==> config.mk <==
export PLATFORM = sky130hd
export DESIGN_NAME = flash_append_log_controller
export DESIGN_NICKNAME = d
export VERILOG_FILES = /design/src/rtl/core/falc_pkg.sv /design/src/rtl/core/falc_bitmap_ram.sv /design/src/rtl/core/falc_slot_find.sv /design/src/rtl/core/flash_append_log_controller.sv
export SDC_FILE = /design/constraint.sdc
export NUM_CORES = 2
export LEC_CHECK = 0
export ABC_AREA = 0
export ABC_CLOCK_PERIOD_IN_PS = 6570
export BUFFER_PORTS_ARGS = -buffer_cell sky130_fd_sc_hd__buf_2
export CAP_MARGIN = 5
export CORE_AREA = 4 4 522 627
export CTS_CLUSTER_DIAMETER = 150
export DETAILED_ROUTE_END_ITERATION = 12
export DIE_AREA = 0 0 526 631
export PLACE_DENSITY = 0.51
export SLEW_MARGIN = 25
export SYNTH_ARGS = -nofsm -noshare
export SYNTH_HDL_FRONTEND = slang
export SYNTH_SLANG_ARGS = --single-unit
==> constraint.sdc <==
create_clock -name i_clk -period 6.57 [get_ports i_clk]
set_input_delay 0.657 -clock i_clk [delete_from_list [all_inputs] [get_ports i_clk]]
set_output_delay 0.657 -clock i_clk [all_outputs]
set_load 0.02 [all_outputs]
==> src/rtl/core/falc_pkg.sv <==
// Shared constants, types and codes for the flash append log controller.
// No dependencies; every module of the block imports this package.
package falc_pkg;

    localparam int PAGE_BYTES     = 64;
    localparam int PAGE_COUNT     = 96;
    localparam int WORDS_PER_PAGE = PAGE_BYTES / 2;
    localparam int HDR_WORDS      = (WORDS_PER_PAGE + 15) / 16;
    localparam int HDR_BITS       = HDR_WORDS * 16;
    localparam int NO_PAGE        = PAGE_COUNT;

    localparam int ADDR_W     = 13;
    localparam int DATA_W     = 16;
    localparam int PAGE_W     = $clog2(PAGE_COUNT + 1);
    localparam int PAGE_IDX_W = (PAGE_COUNT > 1) ? $clog2(PAGE_COUNT) : 1;
    localparam int SLOT_W     = $clog2(WORDS_PER_PAGE);
    localparam int HDR_IDX_W  = (HDR_WORDS > 1) ? $clog2(HDR_WORDS) : 1;

    typedef logic [2:0]                t_mode;
    typedef logic [1:0]                t_cmd;
    typedef logic [2:0]                t_status;
    typedef logic [WORDS_PER_PAGE-1:0] t_bitmap;
    typedef logic [PAGE_IDX_W-1:0]     t_page_idx;
    typedef logic [PAGE_W-1:0]         t_page;
    typedef logic [SLOT_W-1:0]         t_slot;

    localparam t_mode MODE_OPEN  = 3'd0;
    localparam t_mode MODE_WRITE = 3'd1;
    localparam t_mode MODE_CLOSE = 3'd2;
    localparam t_mode MODE_ERASE = 3'd3;

    localparam t_cmd CMD_STATUS  = 2'd0;
    localparam t_cmd CMD_FILL    = 2'd1;
    localparam t_cmd CMD_PROGRAM = 2'd2;
    localparam t_cmd CMD_ERASE   = 2'd3;

    localparam t_status ST_OK          = 3'd0;
    localparam t_status ST_BUSY        = 3'd1;
    localparam t_status ST_NOSPACE     = 3'd2;
    localparam t_status ST_UNSUPPORTED = 3'd3;
    localparam t_status ST_NOTOPEN     = 3'd4;

endpackage

==> src/rtl/core/falc_bitmap_ram.sv <==
// Header bitmap mirror: one bitmap per page, registered read, one port.
// Uses falc_pkg; per-page valid bits make unwritten or erased pages read all ones.
module falc_bitmap_ram (
    input  logic                i_clk,
    input  logic                i_rst_n,
    input  logic                i_erase,
    input  logic                i_wr_en,
    input  falc_pkg::t_page_idx i_addr,
    input  falc_pkg::t_bitmap   i_wr_data,
    output falc_pkg::t_bitmap   o_rd_data
);
    import falc_pkg::*;

    t_bitmap               r_mem [PAGE_COUNT];
    logic [PAGE_COUNT-1:0] r_valid;
    t_bitmap               r_rd_word;
    logic                  r_rd_valid;

    always_ff @(posedge i_clk) begin
        if (!i_rst_n) begin
            r_valid <= '0;
        end else if (i_erase) begin
            r_valid <= '0;
        end else if (i_wr_en) begin
            r_valid[i_addr] <= 1'b1;
        end
    end

    always_ff @(posedge i_clk) begin
        if (i_wr_en) begin
            r_mem[i_addr] <= i_wr_data;
        end
        r_rd_word  <= r_mem[i_addr];
        r_rd_valid <= r_valid[i_addr];
    end

    assign o_rd_data = r_rd_valid ? r_rd_word : '1;

endmodule

==> src/rtl/core/falc_slot_find.sv <==
// Lowest free data slot of one page bitmap, header slots skipped.
// Uses falc_pkg; shared by the open scan over all pages.
module falc_slot_find (
    input  falc_pkg::t_bitmap i_bitmap,
    output logic              o_found,
    output falc_pkg::t_slot   o_slot
);
    import falc_pkg::*;

    always_comb begin
        o_found = 1'b0;
        o_slot  = '0;
        // walk down so the lowest free slot wins
        for (int i = WORDS_PER_PAGE - 1; i >= HDR_WORDS; i--) begin
            if (i_bitmap[i]) begin
                o_found = 1'b1;
                o_slot  = SLOT_W'(i);
            end
        end
    end

endmodule

==> src/rtl/core/flash_append_log_controller.sv <==
// Top level of the flash append log controller: command sequencer and result register.
// Uses falc_pkg, falc_bitmap_ram and falc_slot_find.
//
//  channel  | handshake              | payload
//  ---------+------------------------+------------------------------------------------
//  command  | start, busy            | i_mode, i_data_word, i_last_word
//  result   | o_strobe (one cycle)   | o_command, o_flash_address, o_fill_word,
//           |                        | o_status, o_last_result
//
// An item is taken at an edge with start high and busy low; busy stays high until
// its last result is registered. Status-only and erase items answer straight from idle.
// A write reads the bitmap, updates it and gives the fill result, then issues the header
// fills and the program when the page is full or the word is the last; when a full
// page is followed by a flush of the page just opened, its bitmap is reloaded first.
// A close with an open page reloads its bitmap, then issues the header fills and program.
// Open walks the bitmap memory one page at a time up to the first page with a free slot.
// Reset is synchronous; the bitmap mirror needs no clearing pass (valid bits per page).
// Results are shown for exactly one cycle and cannot be stalled by the receiver.
module flash_append_log_controller (
    input  logic                        i_clk,
    input  logic                        i_rst_n,
    input  logic                        start,
    output logic                        busy,
    input  falc_pkg::t_mode             i_mode,
    input  logic [falc_pkg::DATA_W-1:0] i_data_word,
    input  logic                        i_last_word,
    output logic                        o_strobe,
    output falc_pkg::t_cmd              o_command,
    output logic [falc_pkg::ADDR_W-1:0] o_flash_address,
    output logic [falc_pkg::DATA_W-1:0] o_fill_word,
    output falc_pkg::t_status           o_status,
    output logic                        o_last_result
);
    import falc_pkg::*;

    typedef enum logic [3:0] {
        S_IDLE,
        S_SCAN_ADDR,
        S_SCAN_EVAL,
        S_WR_ADDR,
        S_WR_EVAL,
        S_LD_ADDR,
        S_LD_EVAL,
        S_HDR,
        S_PROG,
        S_CLOSE
    } t_state;

    // what follows the page program of a flush
    typedef enum logic [1:0] {
        CONT_DONE,
        CONT_NEXT,
        CONT_CLOSE
    } t_cont;

    function automatic logic [ADDR_W-1:0] page_base(input t_page_idx page);
        return ADDR_W'(page * PAGE_BYTES);
    endfunction

    // control registers
    t_state                 r_state, n_state;
    t_cont                  r_cont, n_cont;
    logic                   r_log_open, n_log_open;
    t_page                  r_cur_page, n_cur_page;
    t_slot                  r_slot, n_slot;
    t_page_idx              r_page, n_page;
    logic [HDR_IDX_W-1:0]   r_hdr, n_hdr;
    logic                   r_strobe, n_strobe;
    // payload registers
    t_bitmap                r_bm, n_bm;
    logic [DATA_W-1:0]      r_data, n_data;
    logic                   r_last_in, n_last_in;
    t_cmd                   r_command, n_command;
    logic [ADDR_W-1:0]      r_addr, n_addr;
    logic [DATA_W-1:0]      r_fill, n_fill;
    t_status                r_status, n_status;
    logic                   r_last_res, n_last_res;

    logic                   mem_wr_en;
    logic                   mem_erase;
    t_bitmap                rd_bm;
    t_bitmap                bm_new;
    logic                   scan_found;
    t_slot                  scan_slot;
    logic [HDR_BITS-1:0]    hdr_bits;

    falc_bitmap_ram u_bitmap_ram (
        .i_clk     (i_clk),
        .i_rst_n   (i_rst_n),
        .i_erase   (mem_erase),
        .i_wr_en   (mem_wr_en),
        .i_addr    (r_page),
        .i_wr_data (bm_new),
        .o_rd_data (rd_bm)
    );

    falc_slot_find u_slot_find (
        .i_bitmap (rd_bm),
        .o_found  (scan_found),
        .o_slot   (scan_slot)
    );

    // clear the bit of the word being written
    assign bm_new = rd_bm & ~(t_bitmap'(1) << r_slot);

    // pad the bitmap to whole header words; bits past the page read as erased
    always_comb begin
        hdr_bits                     = '1;
        hdr_bits[WORDS_PER_PAGE-1:0] = r_bm;
    end

    always_comb begin
        n_state    = r_state;
        n_cont     = r_cont;
        n_log_open = r_log_open;
        n_cur_page = r_cur_page;
        n_slot     = r_slot;
        n_page     = r_page;
        n_hdr      = r_hdr;
        n_bm       = r_bm;
        n_data     = r_data;
        n_last_in  = r_last_in;
        n_strobe   = 1'b0;
        n_command  = CMD_STATUS;
        n_addr     = '0;
        n_fill     = '0;
        n_status   = ST_OK;
        n_last_res = 1'b0;
        mem_wr_en  = 1'b0;
        mem_erase  = 1'b0;

        unique case (r_state)
            S_IDLE: begin
                if (start) begin
                    n_data    = i_data_word;
                    n_last_in = i_last_word;
                    n_strobe  = 1'b1;
                    n_last_res = 1'b1;
                    case (i_mode)
                        MODE_OPEN: begin
                            if (r_log_open) begin
                                n_status = ST_BUSY;
                            end else begin
                                // scan from page 0; result comes at end of scan
                                n_strobe   = 1'b0;
                                n_last_res = 1'b0;
                                n_log_open = 1'b1;
                                n_cur_page = PAGE_W'(NO_PAGE);
                                n_slot     = SLOT_W'(HDR_WORDS);
                                n_page     = '0;
                                n_state    = S_SCAN_ADDR;
                            end
                        end
                        MODE_WRITE: begin
                            if (!r_log_open) begin
                                n_status = ST_NOTOPEN;
                            end else if (r_cur_page == PAGE_W'(NO_PAGE)) begin
                                n_status = ST_NOSPACE;
                            end else begin
                                n_strobe   = 1'b0;
                                n_last_res = 1'b0;
                                n_page     = r_cur_page[PAGE_IDX_W-1:0];
                                n_state    = S_WR_ADDR;
                            end
                        end
                        MODE_CLOSE: begin
                            if (!r_log_open) begin
                                n_status = ST_NOTOPEN;
                            end else begin
                                n_log_open = 1'b0;
                                n_cur_page = PAGE_W'(NO_PAGE);
                                n_slot     = SLOT_W'(HDR_WORDS);
                                if (r_cur_page != PAGE_W'(NO_PAGE)) begin
                                    // flush the open page, then report ok
                                    n_strobe   = 1'b0;
                                    n_last_res = 1'b0;
                                    n_page     = r_cur_page[PAGE_IDX_W-1:0];
                                    n_cont     = CONT_CLOSE;
                                    n_state    = S_LD_ADDR;
                                end
                            end
                        end
                        MODE_ERASE: begin
                            if (r_log_open) begin
                                n_status = ST_BUSY;
                            end else begin
                                mem_erase = 1'b1;
                                n_command = CMD_ERASE;
                            end
                        end
                        default: begin
                            n_status = ST_UNSUPPORTED;
                        end
                    endcase
                end
            end

            S_SCAN_ADDR: begin
                n_state = S_SCAN_EVAL;
            end

            S_SCAN_EVAL: begin
                if (scan_found) begin
                    n_cur_page = PAGE_W'(r_page);
                    n_slot     = scan_slot;
                    n_strobe   = 1'b1;
                    n_last_res = 1'b1;
                    n_state    = S_IDLE;
                end else if (r_page == PAGE_IDX_W'(PAGE_COUNT - 1)) begin
                    // no free word anywhere: open with no page
                    n_strobe   = 1'b1;
                    n_last_res = 1'b1;
                    n_state    = S_IDLE;
                end else begin
                    n_page  = r_page + PAGE_IDX_W'(1);
                    n_state = S_SCAN_ADDR;
                end
            end

            S_WR_ADDR: begin
                n_state = S_WR_EVAL;
            end

            S_WR_EVAL: begin
                mem_wr_en = 1'b1;
                n_bm      = bm_new;
                n_strobe  = 1'b1;
                n_command = CMD_FILL;
                n_addr    = page_base(r_page) + ADDR_W'({r_slot, 1'b0});
                n_fill    = r_data;
                n_hdr     = '0;
                n_cont    = CONT_DONE;
                if (r_slot == SLOT_W'(WORDS_PER_PAGE - 1)) begin
                    // page full: flush it, advance to the next page if any
                    n_slot  = SLOT_W'(HDR_WORDS);
                    n_state = S_HDR;
                    if (r_page == PAGE_IDX_W'(PAGE_COUNT - 1)) begin
                        n_cur_page = PAGE_W'(NO_PAGE);
                    end else begin
                        n_cur_page = r_cur_page + PAGE_W'(1);
                        if (r_last_in) begin
                            n_cont = CONT_NEXT;
                        end
                    end
                end else begin
                    n_slot = r_slot + SLOT_W'(1);
                    if (r_last_in) begin
                        n_state = S_HDR;
                    end else begin
                        n_last_res = 1'b1;
                        n_state    = S_IDLE;
                    end
                end
            end

            S_LD_ADDR: begin
                n_state = S_LD_EVAL;
            end

            S_LD_EVAL: begin
                n_bm    = rd_bm;
                n_hdr   = '0;
                n_state = S_HDR;
            end

            S_HDR: begin
                n_strobe  = 1'b1;
                n_command = CMD_FILL;
                n_addr    = page_base(r_page) + ADDR_W'({r_hdr, 1'b0});
                n_fill    = hdr_bits[16*r_hdr +: 16];
                if (r_hdr == HDR_IDX_W'(HDR_WORDS - 1)) begin
                    n_state = S_PROG;
                end else begin
                    n_hdr = r_hdr + HDR_IDX_W'(1);
                end
            end

            S_PROG: begin
                n_strobe  = 1'b1;
                n_command = CMD_PROGRAM;
                n_addr    = page_base(r_page);
                case (r_cont)
                    CONT_NEXT: begin
                        // last word filled the page: flush the page just opened
                        n_page  = r_cur_page[PAGE_IDX_W-1:0];
                        n_cont  = CONT_DONE;
                        n_state = S_LD_ADDR;
                    end
                    CONT_CLOSE: begin
                        n_state = S_CLOSE;
                    end
                    default: begin
                        n_last_res = 1'b1;
                        n_state    = S_IDLE;
                    end
                endcase
            end

            S_CLOSE: begin
                n_strobe   = 1'b1;
                n_last_res = 1'b1;
                n_state    = S_IDLE;
            end

            default: begin
                n_state = S_IDLE;
            end
        endcase
    end

    always_ff @(posedge i_clk) begin
        if (!i_rst_n) begin
            r_state    <= S_IDLE;
            r_cont     <= CONT_DONE;
            r_log_open <= 1'b0;
            r_cur_page <= PAGE_W'(NO_PAGE);
            r_slot     <= SLOT_W'(HDR_WORDS);
            r_page     <= '0;
            r_hdr      <= '0;
            r_strobe   <= 1'b0;
        end else begin
            r_state    <= n_state;
            r_cont     <= n_cont;
            r_log_open <= n_log_open;
            r_cur_page <= n_cur_page;
            r_slot     <= n_slot;
            r_page     <= n_page;
            r_hdr      <= n_hdr;
            r_strobe   <= n_strobe;
        end
        r_bm       <= n_bm;
        r_data     <= n_data;
        r_last_in  <= n_last_in;
        r_command  <= n_command;
        r_addr     <= n_addr;
        r_fill     <= n_fill;
        r_status   <= n_status;
        r_last_res <= n_last_res;
    end

    assign busy            = (r_state != S_IDLE);
    assign o_strobe        = r_strobe;
    assign o_command       = r_command;
    assign o_flash_address = r_addr;
    assign o_fill_word     = r_fill;
    assign o_status        = r_status;
    assign o_last_result   = r_last_res;

    // a closed log never holds a page
    a_closed_no_page: assert property (@(posedge i_clk) disable iff (!i_rst_n)
        !r_log_open |-> (r_cur_page == PAGE_W'(NO_PAGE)))
        else $error("closed log holds a page");

    // the current page is a real page or the no-page mark
    a_page_range: assert property (@(posedge i_clk) disable iff (!i_rst_n)
        r_cur_page <= PAGE_W'(NO_PAGE))
        else $error("current page out of range");

    // the next slot never points into the header
    a_slot_range: assert property (@(posedge i_clk) disable iff (!i_rst_n)
        r_slot >= SLOT_W'(HDR_WORDS))
        else $error("next slot inside header");

    // an unsupported mode answers in the next cycle with one final status
    a_unsupported: assert property (@(posedge i_clk) disable iff (!i_rst_n)
        (start && !busy && i_mode != MODE_OPEN && i_mode != MODE_WRITE &&
         i_mode != MODE_CLOSE && i_mode != MODE_ERASE)
        |=> (o_strobe && o_status == ST_UNSUPPORTED && o_last_result))
        else $error("unsupported mode not reported");

    // an erase command is always a single final ok result
    a_erase_final: assert property (@(posedge i_clk) disable iff (!i_rst_n)
        (o_strobe && o_command == CMD_ERASE) |-> (o_status == ST_OK && o_last_result))
        else $error("erase result malformed");

endmodule
==> qor.yml <==
logic_synthesis:
  synth.largest_area_cell: "sky130_fd_sc_hd__edfxtp_1"
  ys.warnings.count: 0
  netlist_top_cells_area: "sky130_fd_sc_hd__edfxtp_1 (73%), sky130_fd_sc_hd__mux4_2 (3.9%), sky130_fd_sc_hd__dfxtp_1 (3.0%)"
  post_synth_instance_area_sq_um: 127900
  syn_nets: 7286
  synth_seq_cells: 3312
  synth.yosys.seq_area_share_pct: 76.28
  synth-main-ff-cell: "sky130_fd_sc_hd__edfxtp_1"
  synth_enable_flop_cells: 3121
  syn-instance-count: 7250
  netlist-cell-type-count: 86
  synthMostInstantiatedCell: "sky130_fd_sc_hd__edfxtp_1"
  synth_top_cell_area_share_pct: 73.29
  synth_top_cells_by_count: "sky130_fd_sc_hd__edfxtp_1 (3121), sky130_fd_sc_hd__a221oi_1 (385), sky130_fd_sc_hd__mux2i_1 (345), sky130_fd_sc_hd__nor2_1 (320), sky130_fd_sc_hd__nand2_1 (289)"
  synth_async_sr_flop_share_pct: 0
  syn_area_per_cell_sq_um: 17.64
global_route:
  grtUsageTotal_pct: 29.17
  grt_most_used_layer: "met2"
  groute.layer.met2.usage_pct: 44.76
  initial_antenna_violation_count: 54
  met3_usage_pct: 6.031
  first_global_vias: 74011
  grt.overflow.total: 0
  global_route.usage.met1_pct: 38.68
  grt_max_degree: 98
  grt_first_pass_wirelength_microns: 665500
clock_network:
  worstSkewPairLatency_ps: 960
  post-cts-setup-buffer-count: 0
  worst_setup_hold_path_clk_slew_ps: 70
  clock_tree.root_cell: "sky130_fd_sc_hd__clkbuf_16"
  cts_repair_resize_count: 0
  clock-sinks: 3312
  cts-root-to-sink-buffers: 4
  tritoncts: "yes"
  cts_buffer_count: 339
  cts.htree.levels: 5
setup_path:
  worst_ep_arrival_time_ps: 5800
  cp_data_required_time_ps: 7420
  critical-path-max-stage-delay_ps: 810
  critPathLaunchType: "flop"
  critPathMaxFanout: 30
  path_class: "flop to flop"
  path_delay_family: "compound AO/OA/AOI/OAI gates"
  crit_chain: "buf_4, nor2b_4, buf_4, a22oi_1, o22ai_1, a2bb2oi_1, o2111ai_1, nand4b_1"
  critPathCaptureType: "flop"
  crit_buf_inv: 2
  worst_path_most_repeated_cell: "sky130_fd_sc_hd__buf_4"
  critical_path.slowest_cell: "sky130_fd_sc_hd__dfxtp_4"
drt:
  wire_per_inst_microns: 41.16
  drtIter0Drc: 12233
  vias_per_cell: 6.415
  finalWirelength_microns: 497600
  antenna_left: 0
  router_iterations_before_antenna_repair: 8
  vias: 77552
  drc_errors: 0
final_layout:
  finish.net_count: 7584
  area_delta_synth_final_pct: 14.63
  final_layout_size_suffix_gt1_share_pct: 19.94
  postLayoutCoreUtil_pct: 45.68
power:
  p_leak_uw: 0.04556
  pwr_density_cell_nw_per_um2: 320.8
  vdd_drop_max_mv: 0.2602
timing:
  slew_headroom_pct: 17.90
  finalWorstPathRequiredPeriod_ps: 4950
  drv_slew: 0
  setup_viol: 0
  grt_setup_unrepaired: "no"
  maxClockFrequency_mhz: 202.0
  clock_skew_ps: 104.5
  final-hold-violation-count: 0
  slew_at_the_pin_with_the_worst_max_slew_slack_ps: 1226
  min_period_over_period_pct: 75.35
  fin_setup_tns_ps: 0
die:
  ioPinCount: 60
  initial_core_util_pct: 39.85
  fp.dieArea_sq_um: 331900
  die-height_microns: 631
  die_width_microns: 526
  placement_rows: 228
  coreArea_sq_um: 320900
status:
  run_status: "finished clean"
placed_design:
  globalplace.congestion: 0.9601
  port_buffer_cells: 58
  place.detailed.hpwl_microns: 301200
flow_run:
  max-cap-violations: 0
worst_hold_path:
  holdCritPathClass: "primary input to flop"
final cells by class:
type	instances	area (sq um)
sequential	3312	97560
multi-input combinational	3399	28940
clock inverter	149	1290
timing repair buffer	464	3914
inverter	32	142.6
clock buffer	461	9375
tap	4255	5324
fill	27506	174300
antenna	17	42.54
layer usage:
metal,routed length (microns),vias up
met4,34720,10
met1,189200,41197
met2,223900,4884
met3,49660,1057
li1,-,30404
met5,60,-
logic make-up after synthesis:
| group | after synthesis | share of synthesized area (%) |
|---|---|---|
| multiplexers | 784 | 8.577 |
| XOR/XNOR | 9 | 0.06165 |
| AND/OR/NAND/NOR | 874 | 3.058 |
| buffers and inverters | 539 | 2.177 |
| AO/OA/AOI/OAI | 1718 | 9.717 |
| adder cells (fa/ha/maj) | 13 | 0.1272 |
| flip-flops | 3312 | 76.28 |
| other | 1 | 0.002933 |
registers in the layout, indices dropped and copies added (netlist names):
name,flops
hdr_bits,32
o_strobe,1
u_bitmap_ram.r_rd_word,32
o_command,2
o_fill_word,16
r_slot,5
o_flash_address,12
r_hdr,1
u_bitmap_ram.r_rd_valid,1
r_state,4
r_data,16
o_status,3
r_page,7
u_bitmap_ram.r_valid,96
r_last_in,1
o_last_result,1
r_log_open,1
u_bitmap_ram.r_mem,3072
r_cur_page,7
r_cont,2
layout by cell type (no fill, tap or decap), types with 51 or more instances in the layout:
cell type	netlist	routed
sky130_fd_sc_hd__a22oi_1	207	207
sky130_fd_sc_hd__dfxtp_1	191	183
sky130_fd_sc_hd__nor2_4	0	93
sky130_fd_sc_hd__nor2_1	320	227
sky130_fd_sc_hd__buf_4	75	342
sky130_fd_sc_hd__edfxtp_1	3121	3121
sky130_fd_sc_hd__mux4_2	223	223
sky130_fd_sc_hd__o22ai_1	119	119
sky130_fd_sc_hd__clkinv_1	1	55
sky130_fd_sc_hd__buf_2	173	60
sky130_fd_sc_hd__nand2_1	289	286
sky130_fd_sc_hd__o221ai_1	52	51
sky130_fd_sc_hd__o21ai_0	207	185
sky130_fd_sc_hd__mux2_2	212	212
sky130_fd_sc_hd__clkbuf_1	164	91
sky130_fd_sc_hd__clkinv_2	0	55
sky130_fd_sc_hd__clkbuf_16	0	350
sky130_fd_sc_hd__o21a_1	109	109
sky130_fd_sc_hd__a21oi_1	268	238
sky130_fd_sc_hd__mux2i_1	345	343
sky130_fd_sc_hd__a221oi_1	385	385
power by group:
| group | leakage (uW) | switching (uW) | internal [uW] | total (uW) |
|---|---|---|---|---|
| logic | 0.0101 | 3330 | 1000 | 4330 |
| registers | 0.0302 | 299 | 23500 | 23800 |
| clock network | 0.00522 | 8180 | 10800 | 18900 |
| total | 0.0456 | 11800 | 35200 | 47000 |
per-stage QoR:
step                hold slack (ps)  power [uW]  cell area (sq um)  worst slack, ps  std cells
floorplan                     417.8       25980             127900             1965       7250
global placement              440.8       28320             135400             1178      11431
detailed placement            429.9       28360             135600             1863      11442
CTS                           28.53       47060             146500             1864      12069
global route                  71.48       48110             146600             1788      12078
finish                        70.53       47020             146600             1620      12089
timing repair:
item / CTS / global route
hold endpoints to repair: 17 / 0
setup endpoints to repair: 0 / 0
hold buffers: 17 / 0
worst paths after layout:
kind | start | endpoint | slack, ps | cells after the start
worst max-delay path | r_page[0]$_SDFFE_PN0P_ | u_bitmap_ram.r_rd_word[15]$_DFF_P_ | 1620 | 8
worst min-delay path | i_mode[2] | o_status[2]$_SDFF_PN0_ | 70 | 2
worst max register to register | r_page[0]$_SDFFE_PN0P_ | u_bitmap_ram.r_rd_word[15]$_DFF_P_ | 1620 | 8
worst min register to register | r_data[0]$_DFFE_PP_ | o_fill_word[0]$_DFF_P_ | 450 | 2
No activity file was read; power rests on OpenSTA's default activity.
